$ cat config.mk
export PLATFORM = sky130hd
export DESIGN_NAME = escaped_command_frame_encoder_core
export DESIGN_NICKNAME = d
export VERILOG_FILES = /design/src/sv/ecfe_pkg.sv /design/src/sv/ecfe_front.sv /design/src/sv/ecfe_fifo.sv /design/src/sv/ecfe_back.sv /design/src/sv/escaped_command_frame_encoder_core.sv
export SDC_FILE = /design/constraint.sdc
export NUM_CORES = 1
export LEC_CHECK = 0
export ABC_AREA = 1
export CAP_MARGIN = 20
export CORE_MARGIN = 1.5
export CORE_UTILIZATION = 30
export CTS_CLUSTER_SIZE = 30
export DETAILED_ROUTE_END_ITERATION = 6
export DONT_BUFFER_PORTS = 1
export HOLD_SLACK_MARGIN = 0.03
export RECOVER_POWER = 50
export SYNTH_ARGS = -nofsm -noshare
export SYNTH_HDL_FRONTEND = slang
export SYNTH_SLANG_ARGS = --single-unit
export TNS_END_PERCENT = 100
$ cat constraint.sdc
create_clock -name i_clk -period 5.8 [get_ports i_clk]
set_clock_uncertainty 0.2 [all_clocks]
set_input_delay 1.74 -clock i_clk [delete_from_list [all_inputs] [get_ports i_clk]]
set_output_delay 1.74 -clock i_clk [all_outputs]
set_load 0.02 [all_outputs]
$ cat src/sv/ecfe_pkg.sv
// Shared types and byte constants for the escaped command frame encoder.
`default_nettype none

package ecfe_pkg;

    localparam logic [7:0] CODE_WRITE = 8'h77;
    localparam logic [7:0] BYTE_ESC   = 8'hDB;
    localparam logic [7:0] ESC_LF     = 8'hDC;
    localparam logic [7:0] ESC_ESC    = 8'hDD;
    localparam logic [7:0] LINE_END   = 8'h0A;

    localparam logic CMD_HEADER  = 1'b0;
    localparam logic CMD_PAYLOAD = 1'b1;

    localparam int JOB_BYTES = 4;

    typedef struct packed {
        logic [JOB_BYTES-1:0][7:0] bytes;
        logic [1:0]                last_idx;
        logic                      hdr;
        logic                      trailer;
    } t_job;

endpackage

`default_nettype wire

$ cat src/sv/ecfe_front.sv
// Front end: accepts input beats, tracks expected payload and builds encode jobs.
`default_nettype none

module ecfe_front (
    input  wire logic         i_clk,
    input  wire logic         i_rst_n,
    input  wire logic         push,
    input  wire logic         i_q_full,
    input  wire logic         i_cmd,
    input  wire logic [7:0]   i_command_code,
    input  wire logic [7:0]   i_page_count,
    input  wire logic [15:0]  i_address,
    input  wire logic [7:0]   i_data_byte,
    output ecfe_pkg::t_job    o_job,
    output logic              o_job_push
);

    logic [8:0] r_left;
    logic [8:0] n_left;
    logic       accept;
    logic       is_write;

    assign accept   = push && !i_q_full;
    assign is_write = (i_command_code == ecfe_pkg::CODE_WRITE);

    always_comb begin
        n_left     = r_left;
        o_job_push = 1'b0;
        o_job      = '0;
        if (i_cmd == ecfe_pkg::CMD_HEADER) begin
            o_job.bytes    = {i_address[7:0], i_address[15:8], i_page_count, i_command_code};
            o_job.last_idx = 2'd3;
            o_job.hdr      = 1'b1;
            o_job.trailer  = !is_write;
            if (accept) begin
                o_job_push = 1'b1;
                n_left     = is_write ? ({1'b0, i_page_count} + 9'd1) : 9'd0;
            end
        end else begin
            o_job.bytes[0] = i_data_byte;
            o_job.last_idx = 2'd0;
            o_job.hdr      = 1'b0;
            o_job.trailer  = (r_left == 9'd1);
            if (accept && r_left != 9'd0) begin
                o_job_push = 1'b1;
                n_left     = r_left - 9'd1;
            end
        end
    end

    always_ff @(posedge i_clk) begin
        if (!i_rst_n) begin
            r_left <= '0;
        end else begin
            r_left <= n_left;
        end
    end

endmodule

`default_nettype wire

$ cat src/sv/ecfe_fifo.sv
// Short job queue between the front end and the byte serializer.
`default_nettype none

module ecfe_fifo #(
    parameter int DEPTH = 4
) (
    input  wire logic           i_clk,
    input  wire logic           i_rst_n,
    input  wire logic           i_wr,
    input  wire ecfe_pkg::t_job i_wr_job,
    input  wire logic           i_rd,
    output ecfe_pkg::t_job      o_rd_job,
    output logic                o_valid,
    output logic                o_full
);

    localparam int PTR_W = (DEPTH > 1) ? $clog2(DEPTH) : 1;
    localparam int CNT_W = $clog2(DEPTH + 1);

    ecfe_pkg::t_job   r_mem [DEPTH];
    logic [PTR_W-1:0] r_wr_ptr;
    logic [PTR_W-1:0] r_rd_ptr;
    logic [CNT_W-1:0] r_count;
    logic             wr_en;
    logic             rd_en;

    assign o_valid  = (r_count != '0);
    assign o_full   = (r_count == CNT_W'(DEPTH));
    assign wr_en    = i_wr && !o_full;
    assign rd_en    = i_rd && o_valid;
    assign o_rd_job = r_mem[r_rd_ptr];

    always_ff @(posedge i_clk) begin
        if (wr_en) begin
            r_mem[r_wr_ptr] <= i_wr_job;
        end
    end

    always_ff @(posedge i_clk) begin
        if (!i_rst_n) begin
            r_wr_ptr <= '0;
            r_rd_ptr <= '0;
            r_count  <= '0;
        end else begin
            if (wr_en) begin
                r_wr_ptr <= (r_wr_ptr == PTR_W'(DEPTH - 1)) ? '0 : PTR_W'(r_wr_ptr + 1'b1);
            end
            if (rd_en) begin
                r_rd_ptr <= (r_rd_ptr == PTR_W'(DEPTH - 1)) ? '0 : PTR_W'(r_rd_ptr + 1'b1);
            end
            if (wr_en && !rd_en) begin
                r_count <= CNT_W'(r_count + 1'b1);
            end else if (rd_en && !wr_en) begin
                r_count <= CNT_W'(r_count - 1'b1);
            end
        end
    end

    a_count_bound: assert property (@(posedge i_clk) disable iff (!i_rst_n)
        r_count <= CNT_W'(DEPTH))
        else $error("job queue count exceeds its depth");

    a_no_overflow: assert property (@(posedge i_clk) disable iff (!i_rst_n)
        o_full && !rd_en |=> o_full)
        else $error("job queue left full without a read");

    a_ptr_track: assert property (@(posedge i_clk) disable iff (!i_rst_n)
        (r_count == '0) |-> (r_wr_ptr == r_rd_ptr))
        else $error("job queue pointers differ while empty");

endmodule

`default_nettype wire

$ cat src/sv/ecfe_back.sv
// Back end: escapes job bytes, keeps the running sum, appends the trailer, holds the result.
`default_nettype none

module ecfe_back (
    input  wire logic           i_clk,
    input  wire logic           i_rst_n,
    input  wire ecfe_pkg::t_job i_job,
    input  wire logic           i_job_valid,
    output logic                o_job_pop,
    input  wire logic           pop,
    output logic                empty,
    output logic [7:0]          o_out_byte,
    output logic                o_frame_last,
    output logic                o_run_last
);

    typedef enum logic [3:0] {
        ST_DATA = 4'b0001,
        ST_ESC  = 4'b0010,
        ST_CHK  = 4'b0100,
        ST_LF   = 4'b1000
    } t_state;

    t_state     r_state;
    t_state     n_state;
    logic [1:0] r_idx;
    logic [1:0] n_idx;
    logic [7:0] r_sum;
    logic [7:0] n_sum;
    logic       r_out_valid;
    logic [7:0] r_out_byte;
    logic       r_frame_last;
    logic       r_run_last;

    logic       out_ready;
    logic       emit;
    logic [7:0] e_byte;
    logic       e_frame_last;
    logic       e_run_last;
    logic       end_byte;
    logic [7:0] cur;
    logic       special;
    logic [7:0] base;
    logic [7:0] chk;

    assign out_ready = !r_out_valid || pop;
    assign cur       = i_job.bytes[r_idx];
    assign special   = (cur == ecfe_pkg::LINE_END) || (cur == ecfe_pkg::BYTE_ESC);
    assign base      = (i_job.hdr && r_idx == 2'd0) ? 8'h00 : r_sum;
    assign chk       = 8'h00 - r_sum;

    always_comb begin
        n_state      = r_state;
        n_idx        = r_idx;
        n_sum        = r_sum;
        emit         = 1'b0;
        e_byte       = '0;
        e_frame_last = 1'b0;
        e_run_last   = 1'b0;
        end_byte     = 1'b0;
        o_job_pop    = 1'b0;
        if (i_job_valid && out_ready) begin
            emit = 1'b1;
            unique case (r_state)
                ST_DATA: begin
                    if (special) begin
                        e_byte  = ecfe_pkg::BYTE_ESC;
                        n_state = ST_ESC;
                    end else begin
                        e_byte   = cur;
                        end_byte = 1'b1;
                    end
                    n_sum = base + e_byte;
                end
                ST_ESC: begin
                    e_byte   = (cur == ecfe_pkg::LINE_END) ? ecfe_pkg::ESC_LF
                                                           : ecfe_pkg::ESC_ESC;
                    n_sum    = r_sum + e_byte;
                    end_byte = 1'b1;
                end
                ST_CHK: begin
                    e_byte = chk;
                    if (chk == ecfe_pkg::LINE_END) begin
                        e_frame_last = 1'b1;
                        e_run_last   = 1'b1;
                        o_job_pop    = 1'b1;
                        n_state      = ST_DATA;
                    end else begin
                        n_state = ST_LF;
                    end
                end
                ST_LF: begin
                    e_byte       = ecfe_pkg::LINE_END;
                    e_frame_last = 1'b1;
                    e_run_last   = 1'b1;
                    o_job_pop    = 1'b1;
                    n_state      = ST_DATA;
                end
                default: begin
                    n_state = ST_DATA;
                end
            endcase
            if (end_byte) begin
                if (r_idx == i_job.last_idx) begin
                    if (i_job.trailer) begin
                        n_state = ST_CHK;
                    end else begin
                        e_run_last = 1'b1;
                        o_job_pop  = 1'b1;
                        n_state    = ST_DATA;
                    end
                end else begin
                    n_idx   = 2'(r_idx + 2'd1);
                    n_state = ST_DATA;
                end
            end
            if (o_job_pop) begin
                n_idx = 2'd0;
            end
        end
    end

    always_ff @(posedge i_clk) begin
        if (!i_rst_n) begin
            r_state     <= ST_DATA;
            r_idx       <= '0;
            r_sum       <= '0;
            r_out_valid <= 1'b0;
        end else begin
            r_state <= n_state;
            r_idx   <= n_idx;
            r_sum   <= n_sum;
            if (emit) begin
                r_out_valid <= 1'b1;
            end else if (pop) begin
                r_out_valid <= 1'b0;
            end
        end
    end

    always_ff @(posedge i_clk) begin
        if (emit) begin
            r_out_byte   <= e_byte;
            r_frame_last <= e_frame_last;
            r_run_last   <= e_run_last;
        end
    end

    assign empty        = !r_out_valid;
    assign o_out_byte   = r_out_byte;
    assign o_frame_last = r_frame_last;
    assign o_run_last   = r_run_last;

    a_frame_ends_run: assert property (@(posedge i_clk) disable iff (!i_rst_n)
        r_out_valid && r_frame_last |-> r_run_last)
        else $error("frame end without run end");

    a_esc_needs_special: assert property (@(posedge i_clk) disable iff (!i_rst_n)
        (r_state == ST_ESC) |-> (i_job_valid && special))
        else $error("escape phase on an ordinary byte");

    a_trailer_needs_job: assert property (@(posedge i_clk) disable iff (!i_rst_n)
        (r_state == ST_CHK || r_state == ST_LF) |-> (i_job_valid && i_job.trailer))
        else $error("trailer phase without a closing job");

    a_idx_bound: assert property (@(posedge i_clk) disable iff (!i_rst_n)
        i_job_valid |-> (r_idx <= i_job.last_idx))
        else $error("byte index past the end of the job");

endmodule

`default_nettype wire

$ cat src/sv/escaped_command_frame_encoder_core.sv
// Top level of the escaped command frame encoder.
// A header beat (cmd 0) yields command, page, address high and address low, each escaped
// (0x0A as DB DC, 0xDB as DB DD); a write header (0x77) is followed by page_count+1
// payload beats, any other command is closed at once by the checksum (0x100 minus the
// sum of the bytes sent) and a 0x0A unless the checksum is itself 0x0A. The block emits one
// byte per cycle on the result side while its output is empty or popped; an item makes one to
// four bytes for a payload beat and four to ten for a header. Input beats are taken every
// cycle while the job queue of QUEUE_DEPTH entries has room; the byte serializer sets the
// sustained rate. Payload beats that arrive when no payload is expected are taken and dropped.
`default_nettype none

module escaped_command_frame_encoder_core #(
    parameter int QUEUE_DEPTH = 4
) (
    input  wire logic         i_clk,
    input  wire logic         i_rst_n,
    input  wire logic         push,
    output logic              full,
    input  wire logic         i_cmd,
    input  wire logic [7:0]   i_command_code,
    input  wire logic [7:0]   i_page_count,
    input  wire logic [15:0]  i_address,
    input  wire logic [7:0]   i_data_byte,
    output logic              empty,
    input  wire logic         pop,
    output logic [7:0]        o_out_byte,
    output logic              o_frame_last,
    output logic              o_run_last
);

    ecfe_pkg::t_job wr_job;
    ecfe_pkg::t_job rd_job;
    logic           job_push;
    logic           job_pop;
    logic           job_valid;
    logic           q_full;

    assign full = q_full;

    ecfe_front u_front (
        .i_clk          (i_clk),
        .i_rst_n        (i_rst_n),
        .push           (push),
        .i_q_full       (q_full),
        .i_cmd          (i_cmd),
        .i_command_code (i_command_code),
        .i_page_count   (i_page_count),
        .i_address      (i_address),
        .i_data_byte    (i_data_byte),
        .o_job          (wr_job),
        .o_job_push     (job_push)
    );

    ecfe_fifo #(
        .DEPTH (QUEUE_DEPTH)
    ) u_fifo (
        .i_clk    (i_clk),
        .i_rst_n  (i_rst_n),
        .i_wr     (job_push),
        .i_wr_job (wr_job),
        .i_rd     (job_pop),
        .o_rd_job (rd_job),
        .o_valid  (job_valid),
        .o_full   (q_full)
    );

    ecfe_back u_back (
        .i_clk        (i_clk),
        .i_rst_n      (i_rst_n),
        .i_job        (rd_job),
        .i_job_valid  (job_valid),
        .o_job_pop    (job_pop),
        .pop          (pop),
        .empty        (empty),
        .o_out_byte   (o_out_byte),
        .o_frame_last (o_frame_last),
        .o_run_last   (o_run_last)
    );

endmodule

`default_nettype wire

## After elaboration in Yosys (flattened, before gate mapping)

Memories as Yosys holds them, arrays and structs flattened. A register that Yosys moved wholly into a read port is not among the register bits.
Cells that the tools add are included.
W data, S select, Z words.

- Add/sub/neg operators: 10
- Multipliers: 0
- Div/mod/pow operators: 0
- Order comparisons: 1
- Equality and inequality tests: 17
- Shifts and indexed selects: 0
- Muxes and demuxes: 48
- Bitwise gates (word level): 0
- Reduce and logical (&&, ||, !) cells: 27

Operators by type and width:

| kind | count |
|---|---|
| $mux W8 | 5 |
| $mux W9 | 4 |
| $pmux W8 S4 | 1 |
| $mux W24 | 1 |
| $mux W1 | 17 |
| $add A8 B8 Y8 | 2 |
| $bmux W8 S2 | 1 |
| $eq A8 B4 Y1 const B | 2 |
| $pmux W8 S2 | 1 |
| $mux W2 | 7 |
| $mux W12 | 1 |
| $mux W3 | 4 |
| $mux W4 | 3 |
| $pmux W4 S3 | 1 |
| $reduce_bool A2 Y1 | 5 |
| $add A8 B1 Y9 const B | 1 |
| $eq A9 B1 Y1 const B | 1 |
| $reduce_bool A9 Y1 | 1 |
| $sub A9 B1 Y9 const B | 1 |
| $eq A8 B7 Y1 const B | 1 |
| $eq A8 B8 Y1 const B | 1 |
| $logic_and A1 B1 Y1 | 8 |
| $sub A1 B8 Y8 const A | 1 |
| $add A2 B1 Y2 const B | 3 |
| 20 further kinds | 30 |

- Bits in registers: 41
- Latch bits: 0
- RAM bits: 144
- ROM bits: 0
- Bits of input ports: 45
- Output and inout bits: 12
- Word-level logic and storage cells: 115
- Memories: 1

Memories:

| name | depth | bits a word | rd ports | clocked after memory_dff | write ports | line | RTL |
|---|---|---|---|---|---|---|---|
| u_fifo.r_mem | 4 | 36 | 1 | 1 | 1 | ecfe_fifo.sv:20 | `ecfe_pkg::t_job r_mem [DEPTH];` |

## Depth between registers and ports, before layout

Gate-level depths: netlist of the first run.

- Depth in word-level cells: 14
- Gate-level depth with buffers: 30
- Mapped depth without buffers: 28

## Modules after synthesis

Synthesis of the first run repeated with hierarchy kept, for this count alone.

- Cells, all modules: 1016
- Area, all modules: 9364.0 um^2

By module, submodules not included:

| module | times used | cells an instance | area an instance (um^2) | seq. area each (um^2) |
|---|---|---|---|---|
| ecfe_fifo | 1 | 419 | 5864.4 | 4504.3 |
| ecfe_back | 1 | 359 | 2314.7 | 600.6 |
| ecfe_front | 1 | 238 | 1184.9 | 180.2 |

## Worst setup path before layout of the first run

No wires, ideal clock.

- Path type: input-to-reg
- From: input i_cmd
- To: memory u_fifo.r_mem[0][0] (netlist name), enable pin
- Setup time: 425 ps
- Data arrival time: 3929 ps
- Data required time: 5175 ps
- Setup slack: 1245 ps
- Cell stages on the path: 8
- Path buffers: 1
- Cells stage by stage: inv_1 -> nor2_1 -> nand2_1 -> nand2_1 -> nor2_1 -> inv_1 -> clkbuf_1 -> nor2_1

- Longest elaborated chain between the ends: 4

RTL lines:

| element | line | RTL |
|---|---|---|
| start, declared | escaped_command_frame_encoder_core.sv:19 | `input wire logic i_cmd,` |
| $mux W1 | ecfe_front.sv:30 | `if (i_cmd == ecfe_pkg::CMD_HEADER) begin` |
| $logic_and A1 B1 Y1 | ecfe_fifo.sv:29 | `assign wr_en = i_wr && !o_full;` |
| $mux W1 | ecfe_fifo.sv:34 | `if (wr_en) begin` |
| $mux W1 (implied by the code) | ecfe_fifo.sv:35 | `r_mem[r_wr_ptr] <= i_wr_job;` |
| end, declared | ecfe_fifo.sv:20 |  |

No other way between the ends.

## Worst setup path in the final report of the first run

- From: input i_cmd
- To: memory u_fifo.r_mem[2][30] (netlist name), enable pin

The elaborated chain is that of the path after synthesis.

==> reports/summary.txt, run 1 <==
vias in the first global route: 6630
cts hold-fix bufs: 0
setup TNS: 0 ns
Internal: 2.912 mW
maxcap violations: 0
number of synthesized register bits: 179
drt first pass iters: 5
clock period minus worst slack: 4.576 ns
Sink Count: 179
Mapped Avg Cell Area: 8.514 um2
htree depth: 4
clock network power share: 0.227
WL/cell: 14.44 um
worst path cell trace: inv_1 -> nor2_1 -> nand2_1 -> nand2_1 -> nor2_1 -> clkbuf_1 -> inv_1 -> nor2_4 -> buf_4
Port Buf Inserts: 0
Final Util: 0.3349
sequential power share: 0.377
worst-case clock buffer depth: 2
worst-skew pair later-pin latency: 0.44 ns
total global routing overflow: 0
CP required: 5.71 ns
CTS tree: built
Via density: 4.525
max incr delay on CP: 0.56 ns
largest net degree at the start of global routing: 69
Leak: 4.597 nW
Final Hold Fails: 0
worst vdd ir: 242.7 uV
WS Path Type: in2reg
most instantiated library cell after synthesis: nand2_1
Cell variety after synth: 42
first-pass GRT wire length: 34240 um
Final setup viols: 0
Worst Hold Class: reg2reg
async set-reset flop share out of synthesis: 0
DRC Markers: 0
Net count, final: 1150
synthesized area: 9271 um2
Mapped Cells: 1089
critical path fanouts, max: 42
FMAX: 0.2185 GHz
Post-synth EDFFs: 146
GRT Total Usage: 0.1404
# diodes: 0
detailed-route wire length: 21530 um
initial antenna violation count: 0
power per cell area: 488.2 nW/um2
sequential share of the synthesized area: 0.5441
total CTS buffers: 17
P_sw: 2.076 mW
max-slew violations: 0
Filler cells: 3108
max_slew headroom: 0.2306
placed wire-length estimate: 14490 um
die area: 31970 um2
post-synth top area share: 0.4729
share of layout cells above drive strength 1: 0.05845
Critical Path AT: 4.48 ns
area leader, netlist: edfxtp_1
clk root buf: clkbuf_16
Synth area leaders: edfxtp_1, nand2_1, inv_1, dfxtp_1, nand3_1
Top Ports: 57
Synth-to-Final Area Change: 10.19%
die height: 178.8 um
RSZ-0062 raised after global routing: false
Most used DFF post-synth: edfxtp_1
post_cts resized: 0
Tcrit/Tclk final: 0.7890
Tightest Pin Transition: 1.154 ns
syn_nets: 1157
status: finished, final reports clean
die width: 178.8 um
CP max-delay cell: nor2_4
via count: 6747
Yosys Warn Count: 0
Initial Util: 0.3039
DRT iter0 DRCs: 328
Final Wtd Congestion: 0.8318
Reg clk slew, reported paths: 0.07 ns
switch share: 0.4162
num rows: 64
DRT antenna net count: 0
Worst setup SP type: primary input
top post-synthesis cells by count: nand2_1, inv_1, edfxtp_1
core area: 30510 um2
postcts setup bufs: 0
Comb power frac: 0.396
Critical Path End Type: flip-flop
per-layer routing:
layer / up-vias / track usage / routed length [um] / share of wire
met5: - / 0 / 0 / 0
met2: 146 / 0.2407 / 10390 / 0.48
met4: 0 / 0.05694 / 487 / 0.023
li1: 3436 / - / - / -
met1: 3132 / 0.1719 / 9794 / 0.45
met3: 33 / 0.02820 / 862 / 0.040
power groups by stage:
| stage | logic, mW | registers, mW | clock network, mW |
|---|---|---|---|
| 6_report | 1.97 | 1.88 | 1.13 |
| 3_3_place_gp | 1.96 | 1.91 | 0 |
| 3_5_place_dp | 1.98 | 1.91 | 0 |
| 4_1_cts | 1.99 | 1.88 | 1.15 |
| 5_1_grt | 2.26 | 1.91 | 1.19 |
| 2_1_floorplan | 1.59 | 1.83 | 0 |
stage by stage:
step	hold slack, ns	total power, mW	cell area (um2)	instances	setup WS, ns
floorplan	0.2440	3.419	9271	1089	1.245
global placement	0.2547	3.865	9649	1459	1.262
detailed placement	0.2690	3.890	9649	1459	1.243
CTS	0.2795	5.030	10220	1491	1.493
global route	0.2868	5.365	10220	1491	0.9098
finish	0.2809	4.987	10220	1491	1.224
critical path, delay by kind of cell:
kind | cells | cell delay [ns]
buffers and inverters | 4 | 1.80
and+or+nand+nor | 5 | 0.90
layout by cell type (no fill, tap or decap), types with 6 or more instances in the layout:
cell type,synthesis,layout
o21ai_0,43,43
a21oi_1,46,46
dfxtp_1,33,32
nor3_1,9,9
nor2_1,74,70
a31oi_1,9,8
inv_1,215,215
buf_4,5,8
xor2_1,12,12
clkbuf_16,0,17
ha_1,21,21
edfxtp_1,146,146
nand3_1,79,79
nand2_1,308,308
nand4_1,6,6
sequential cells by signal, indices dropped and copies added, names as in the netlist, named ones only:
register	cells
u_front.r_left	9
u_back.r_out_valid	1
u_back.r_state	4
u_back.r_sum	8
u_back.o_out_byte	8
u_back.r_idx	2
u_fifo.r_mem	136
u_fifo.r_rd_ptr	2
u_back.o_run_last	1
u_fifo.r_count	3
u_fifo.r_wr_ptr	2
u_back.o_frame_last	1
final timing paths:
kind / start / end / slack [ns] / cells past startpoint
min: u_front.r_left[8] / u_front.r_left[8] / 0.28 / 2
max reg2reg: flip-flop / u_back.r_sum[7] / 1.47 / 27
min reg2reg: u_front.r_left[8] / u_front.r_left[8] / 0.28 / 2
max: i_cmd / u_fifo.r_mem[2][30] / 1.22 / 9
kinds of logic after synthesis:
kind of cell,after synthesis,synth area share
compound gates,116,0.06869
xor+xnor,16,0.01511
fa+ha+maj,23,0.03266
simple gates,497,0.2239
flops,179,0.5441
buf+inv,258,0.1155
final cells by class:
cell class	instances	area, um2	area share
clock buffer	18	429.2	0.04201
inverter	222	840.8	0.08230
clock inverter	14	145.1	0.01421
tap	396	495.5	0.04850
sequential	179	5046	0.4939
multi-input combinational	652	3192	0.3124
timing repair buffer	10	67.56	0.006614
(Power assumes the default switching activity.)
==> run 2, diff against run 1 <==
ABC_AREA = 0   (was 1)
clock period = 4.8 ns   (was 5.8 ns; I/O delays follow)
==> run 2 against run 1 <==
  * Wire length down 17%
  * First-iteration DRC count grew 42%
  * Clock-buffer cell count decreased by 1
  * Final area decreased by 6.7%
  * Core utilization rose by 0.82 points
  * Global-route usage decreased by 1.2 points
  * Critical path depth increased by 7
==> reports/summary.txt, run 2 <==
status: finished, final reports clean (unchanged)
WS Path Type: reg2reg (was in2reg)
CP max-delay cell: mux4_1 (was nor2_4)
num rows: 61 (was 64)
Final Hold Fails: 0 (unchanged)
Most used DFF post-synth: edfxtp_1 (unchanged)
synthesized area: 8489 um2 (was 9271 um2)
syn_nets: 708 (was 1157)
async set-reset flop share out of synthesis: 0 (unchanged)
worst path cell trace: buf_12 -> mux4_1 -> a22oi_1 -> nand2_1 -> and4_1 -> o21ai_2 -> nand3_1 -> ha_1 -> a21o_1 -> a211oi_1 -> nor2_1 -> o41ai_1 -> xor2_1 -> xnor2_1 -> a22oi_1 -> o31ai_1 (was inv_1 -> nor2_1 -> nand2_1 -> nand2_1 -> nor2_1 -> clkbuf_1 -> inv_1 -> nor2_4 -> buf_4)
Critical Path End Type: flip-flop (unchanged)
Port Buf Inserts: 0 (unchanged)
Cell variety after synth: 63 (was 42)
WL/cell: 17.41 um (was 14.44 um)
DRT iter0 DRCs: 467 (was 328)
core area: 27780 um2 (was 30510 um2)
max incr delay on CP: 0.57 ns (was 0.56 ns)
number of buffer and inverter stages on the critical path: 1 (was 4)
Initial Util: 0.3056 (was 0.3039)
pre-CTS setup slack: 0.3362 ns (was 1.243 ns)
critical path fanouts, max: 19 (was 42)
maxcap violations: 0 (unchanged)
Regs by FF count: u_fifo.r_mem: 136 flops, u_front.r_left: 9 flops (unchanged)
Yosys Warn Count: 0 (unchanged)
commonest cells after routing, fill and taps aside: edfxtp_1, nand2_1, nor2_1 (was nand2_1, inv_1, edfxtp_1)
Tcrit/Tclk final: 0.9303
CTS tree: built (unchanged)
number of synthesized register bits: 179 (unchanged)
RSZ-0062 raised after global routing: false (unchanged)
Final Hold Slack: 0.2772 ns (was 0.2809 ns)
area leader, netlist: edfxtp_1 (unchanged)
Post-synth EDFFs: 146 (unchanged)
Final setup viols: 0 (unchanged)
die width: 171.2 um (was 178.8 um)
Final WS setup: 0.3348 ns (was 1.224 ns)
Via density: 4.997 (was 4.525)
power per cell area: 580.5 nW/um2 (was 488.2 nW/um2)
post-synth top area share: 0.5164 (was 0.4729)
most used cell, CP: a22oi_1
total chip power: 5.532 mW (was 4.987 mW)
initial antenna violation count: 1 (was 0)
drt first pass iters: 5 (unchanged)
Top Ports: 57 (unchanged)
die area: 29320 um2 (was 31970 um2)
Mapped Avg Cell Area: 13.26 um2 (was 8.514 um2)
Leak: 3.186 nW (was 4.597 nW)
Synth area leaders: edfxtp_1, dfxtp_1, mux4_2, ha_1, nand2_1 (was edfxtp_1, nand2_1, inv_1, dfxtp_1, nand3_1)
post_cts resized: 0 (unchanged)
htree depth: 4 (unchanged)
commonest non-fill, non-tap cell in the layout: edfxtp_1 (was nand2_1)
Tightest Pin Transition: 0.8706 ns (was 1.154 ns)
Sink Count: 179 (unchanged)
postcts setup bufs: 0 (unchanged)
Reg clk slew, reported paths: 0.07 ns (about the same)
Mapped Cells: 640 (was 1089)
CP required: 4.93 ns (was 5.71 ns)
top post-synthesis cells by count: edfxtp_1, nand2_1, nor2_1 (was nand2_1, inv_1, edfxtp_1)
vias in the first global route: 5014 (was 6630)
FMAX: 0.2240 GHz
Worst Hold Class: reg2reg (unchanged)
clock period minus worst slack: 4.465 ns
register with the most flip-flops: u_fifo.r_mem (unchanged)
GRT Total Usage: 0.1281 (was 0.1404)
CP delay by family, top: compound AO/OA/AOI/OAI gates (was buffers and inverters)
Synth-to-Final Area Change: 12.26% (was 10.19%)
detailed-route wire length: 17970 um (was 21530 um)
Worst setup SP type: flip-flop (was primary input)
placed wire-length estimate: 12290 um (was 14490 um)
max_slew headroom: 0.4196 (was 0.2306)
max-slew violations: 0 (unchanged)
Net count, final: 709 (was 1150)
cts hold-fix bufs: 0 (unchanged)
Final Wtd Congestion: 0.8385 (was 0.8318)
setup TNS: 0 ns (unchanged)
Critical Path AT: 4.60 ns (was 4.48 ns)
DRC Markers: 0 (unchanged)
share of layout cells above drive strength 1: 0.1300 (was 0.05845)
clk root buf: clkbuf_16 (unchanged)
largest net degree at the start of global routing: 43 (was 69)
DRT antenna net count: 0 (unchanged)
total CTS buffers: 17 (unchanged)
# diodes: 0 (unchanged)
worst-skew pair later-pin latency: 0.43 ns (was 0.44 ns)
worst-case clock buffer depth: 2 (unchanged)
most instantiated library cell after synthesis: edfxtp_1 (was nand2_1)
total global routing overflow: 0 (unchanged)
via count: 5157 (was 6747)
max reg flops: 136 (unchanged)
sequential share of the synthesized area: 0.5943 (was 0.5441)
die height: 171.2 um (was 178.8 um)
first-pass GRT wire length: 28300 um (was 34240 um)
worst vdd ir: 247.2 uV (was 242.7 uV)
[run 2: logic make-up (layout without fill, tap and decap cells)]
logic type                 count (synthesis)  count (layout)  synth area share
xor gates and xnor gates                  22              22           0.02270
and+or+nand+nor                          202             202            0.1237
DFF                                      179             179            0.5943
adders and majority gates                 23              23           0.03567
buffers and inverters                     53              67           0.02741
muxes                                     48              48            0.1102
AOI/OAI and AO/OA                        113             113           0.08607
[run 2: where the power goes]
part	internal (mW)	total (mW)	leakage [nW]	switching [mW]
logic	0.819	1.92	1.27	1.11
registers	2.01	2.23	1.63	0.217
clock network	0.742	1.38	0.287	0.640
total	3.57	5.53	3.19	1.96
[run 2: layout make-up]
class	instances	area, um2
Multi-Input combinational cell	408	3212
Fill cell	2712	18250
Clock inverter	15	168.9
Inverter	20	75.07
Sequential cell	179	5046
Tap cell	378	473.0
Clock buffer	17	425.4
Timing Repair Buffer	15	130.1
[run 2: worst paths after layout]
path / start / to / slack [ns] / cells past startpoint
worst max-delay path: flip-flop / u_back.r_sum[7] / 0.33 / 16
worst min-delay path: u_back.r_out_valid / u_back.r_out_valid / 0.28 / 2
worst max register to register: flip-flop / u_back.r_sum[7] / 0.33 / 16
worst min register to register: u_back.r_out_valid / u_back.r_out_valid / 0.28 / 2
[run 2: through the flow]
step / instance area (um2) / utilization / instances
final: 9530 / 0.3430 / 1032
after global routing: 9530 / 0.3430 / 1032
after CTS: 9538 / 0.3433 / 1032
after detailed placement: 8944 / 0.3219 / 1000
after global placement: 8944 / 0.3219 / 1000
after floorplan: 8489 / - / 640
[run 2: routing by layer]
metal / part of all wire / GRT usage
met1: 0.47 / 0.1785
met2: 0.47 / 0.1997
met3: 0.059 / 0.03290
met4: 0.0075 / 0.03089
met5: 0.00072 / 0
[run 2: worst register-to-register path: stages (launching register included)]
cell      delay, ns
dfxtp_2        0.51
buf_12         0.24
mux4_1         0.59
a22oi_1        0.25
nand2_1        0.15
and4_1         0.25
o21ai_2        0.26
nand3_1        0.18
ha_1           0.27
a21o_1         0.20
a211oi_1       0.24
nor2_1         0.09
o41ai_1        0.31
xor2_1         0.21
xnor2_1        0.14
a22oi_1        0.08
o31ai_1        0.21
==> run 3, diff against run 2 <==
CORE_UTILIZATION = 64   (was 30)
PLACE_DENSITY = 0.8   (was unset)
==> run 3 against run 2 <==
  * Wire length grew 0.90%
  * Clock-buffer cell count grew 1
  * Final cell count down 20%
  * Global-route usage increased by 15 points
  * The flow now finishes with violations (DRC)
  * Sequential share of layout area increased by 1.7 points
  * Worst hold slack gained 0.028 ns
  * Core utilization increased by 38 points
  * Critical path type unchanged
  * Flip-flop and latch count unchanged
  * Clock power fell by 5%
  * Die area down 52%
  * Sequential power barely moved
  * Power shrank 0.32%
==> reports/summary.txt, run 3 (synthesis results as in run 2) <==
failing checks: DRC
total CTS buffers: 17 (unchanged)
clock period minus worst slack: 4.423 ns (was 4.465 ns)
Worst Hold Class: reg2reg (unchanged)
RSZ-0062 raised after global routing: false (unchanged)
power per cell area: 597.4 nW/um2 (was 580.5 nW/um2)
register with the most flip-flops: u_fifo.r_mem (unchanged)
Initial Util: 0.6646 (was 0.3056)
worst reg2reg endpoint: u_back.r_sum[7] (unchanged)
clk root buf: clkbuf_16 (unchanged)
setup TNS: 0 ns (unchanged)
WL/cell: 21.98 um (was 17.41 um)
switch share: 0.3554 (was 0.3549)
GRT Total Usage: 0.2735 (was 0.1281)
Synth-to-Final Area Change: 8.725% (was 12.26%)
critical path fanouts, max: 21 (was 19)
Top Ports: 57 (unchanged)
htree depth: 4 (unchanged)
CP required: 4.94 ns (was 4.93 ns)
placed wire-length estimate: 11810 um (was 12290 um)
hold wc startpoint: u_front.r_left[8] (was u_back.r_out_valid)
drt first pass iters: 7 (was 5)
status: finished, violations left (was finished, final reports clean)
DRC Markers: 1 (was 0)
Comb power frac: 0.358 (was 0.348)
CTS tree: built (unchanged)
worst vdd ir: 330.7 uV (was 247.2 uV)
max-slew violations: 0 (unchanged)
Via density: 6.528 (was 4.997)
share of layout cells above drive strength 1: 0.1240 (was 0.1300)
initial antenna violation count: 0 (was 1)
clock network power share: 0.238 (was 0.250)
Port Buf Inserts: 0 (unchanged)
FMAX: 0.2261 GHz (was 0.2240 GHz)
Hold Path End: u_front.r_left[8] (was u_back.r_out_valid)
Final Hold Fails: 0 (unchanged)
Net count, final: 708 (was 709)
Leak: 3.169 nW (was 3.186 nW)
DRT antenna net count: 0 (unchanged)
core area: 12770 um2 (was 27780 um2)
post_cts resized: 0 (unchanged)
die height: 118.2 um (was 171.2 um)
area of the multi-input gates: 3212 um2 (unchanged)
largest net degree at the start of global routing: 43 (unchanged)
first-pass GRT wire length: 28900 um (was 28300 um)
max reg flops: 136 (unchanged)
num rows: 41 (was 61)
total global routing overflow: 0 (unchanged)
worst-case clock buffer depth: 2 (unchanged)
postcts setup bufs: 0 (unchanged)
Reg clk slew, reported paths: 0.07 ns (about the same)
maxcap violations: 0 (unchanged)
Tightest Pin Transition: 0.9143 ns (was 0.8706 ns)
max_slew headroom: 0.3849 (was 0.4196)
die width: 118.2 um (was 171.2 um)
Hold Path Depth: 2 (unchanged)
Sink Count: 179 (unchanged)
P_sw: 1.960 mW (was 1.963 mW)
detailed-route wire length: 18130 um (was 17970 um)
r2r setup slk: 0.38 ns (was 0.33 ns)
die area: 13960 um2 (was 29320 um2)
Worst setup SP type: flip-flop (unchanged)
storage element area: 5046 um2 (unchanged)
Filler cells: 824 (was 2712)
Final Wtd Congestion: 0.9430 (was 0.8385)
worst-skew pair later-pin latency: 0.43 ns (about the same)
Tcrit/Tclk final: 0.9215 (was 0.9303)
Internal: 3.554 mW (was 3.569 mW)
Critical Path AT: 4.57 ns (was 4.60 ns)
cts hold-fix bufs: 0 (unchanged)
# diodes: 0 (unchanged)
worst reg2reg path depth: 16 (unchanged)
Critical Path End Type: flip-flop (unchanged)
DRT iter0 DRCs: 531 (was 467)
commonest non-fill, non-tap cell in the layout: edfxtp_1 (unchanged)
Regs by FF count: u_fifo.r_mem: 136 flops, u_front.r_left: 9 flops (unchanged)
commonest cells after routing, fill and taps aside: edfxtp_1, nand2_1, nor2_1 (unchanged)
Final Hold Slack: 0.3050 ns (was 0.2772 ns)
WS Path Type: reg2reg (unchanged)
vias in the first global route: 5428 (was 5014)
via count: 5386 (was 5157)
sequential power share: 0.404 (was 0.402)
Final setup viols: 0 (unchanged)
==> run 3: cell types whose count changed in the layout (fill, tap and decap cells not counted), sizes merged <==
cell / delta
clkinv: +2
clkinvlp: -1
inv: -2
==> run 3: how the worst max path moves through the flow <==
| stage | start | to | slack (ns) | cells after the start |
|---|---|---|---|---|
| global placement | flip-flop | u_back.r_sum[7] | 0.59 | 16 |
| CTS | flip-flop | u_back.r_sum[7] | 0.38 | 16 |
| detailed placement | flip-flop | u_back.r_sum[7] | 0.43 | 16 |
| finish | flip-flop | u_back.r_sum[7] | 0.38 | 16 |
| global route | flip-flop | u_back.r_sum[7] | 0.18 | 16 |
| floorplan | flip-flop | u_back.r_sum[7] | 0.94 | 17 |
==> run 3: critical path, stage by stage (launching register included) <==
cell      delay, ns
dfxtp_2        0.44
buf_12         0.23
mux4_1         0.60
a22oi_1        0.30
nand2_1        0.17
and4_1         0.25
o21ai_2        0.25
nand3_1        0.16
ha_1           0.26
a21o_1         0.20
a211oi_1       0.24
nor2_1         0.09
o41ai_1        0.30
xor2_1         0.20
xnor2_1        0.15
a22oi_1        0.09
o31ai_1        0.18
==> run 3: per-layer routing <==
layer  GRT usage  vias up  share of wire
met5           0        -              0
met4      0.1136        0          0.021
met3     0.05695       29          0.075
met2      0.4310      275           0.49
met1      0.3752     2654           0.41
li1            -     2428              -
==> run 3: final cells by class <==
type | count | share of cell area
well taps | 172 | 0.02332
flip-flops and latches | 179 | 0.5467
clock buffers | 18 | 0.04650
clock inverters | 14 | 0.01369
repair buffers | 14 | 0.01369
multi-input cells | 408 | 0.3480
inverters | 20 | 0.008133
==> run 3: stage by stage <==
step / util / area [um2] / setup WS, ns / cells / total power [mW]
after floorplan: - / 8489 / 0.9387 / 640 / 3.717
after global placement: 0.6794 / 8678 / 0.5883 / 793 / 4.115
after detailed placement: 0.6794 / 8678 / 0.4312 / 793 / 4.189
after CTS: 0.7229 / 9234 / 0.3774 / 825 / 5.518
after global routing: 0.7226 / 9230 / 0.1764 / 825 / 5.816
final: 0.7226 / 9230 / 0.3766 / 825 / 5.515
==> run 3: power groups by stage <==
stage	sequential [mW]	clock, mW	combinational [mW]
after floorplan	2.18	0	1.54
after global placement	2.24	0	1.88
after detailed placement	2.26	0	1.93
after CTS	2.23	1.33	1.97
after global routing	2.25	1.39	2.17
final	2.23	1.31	1.97
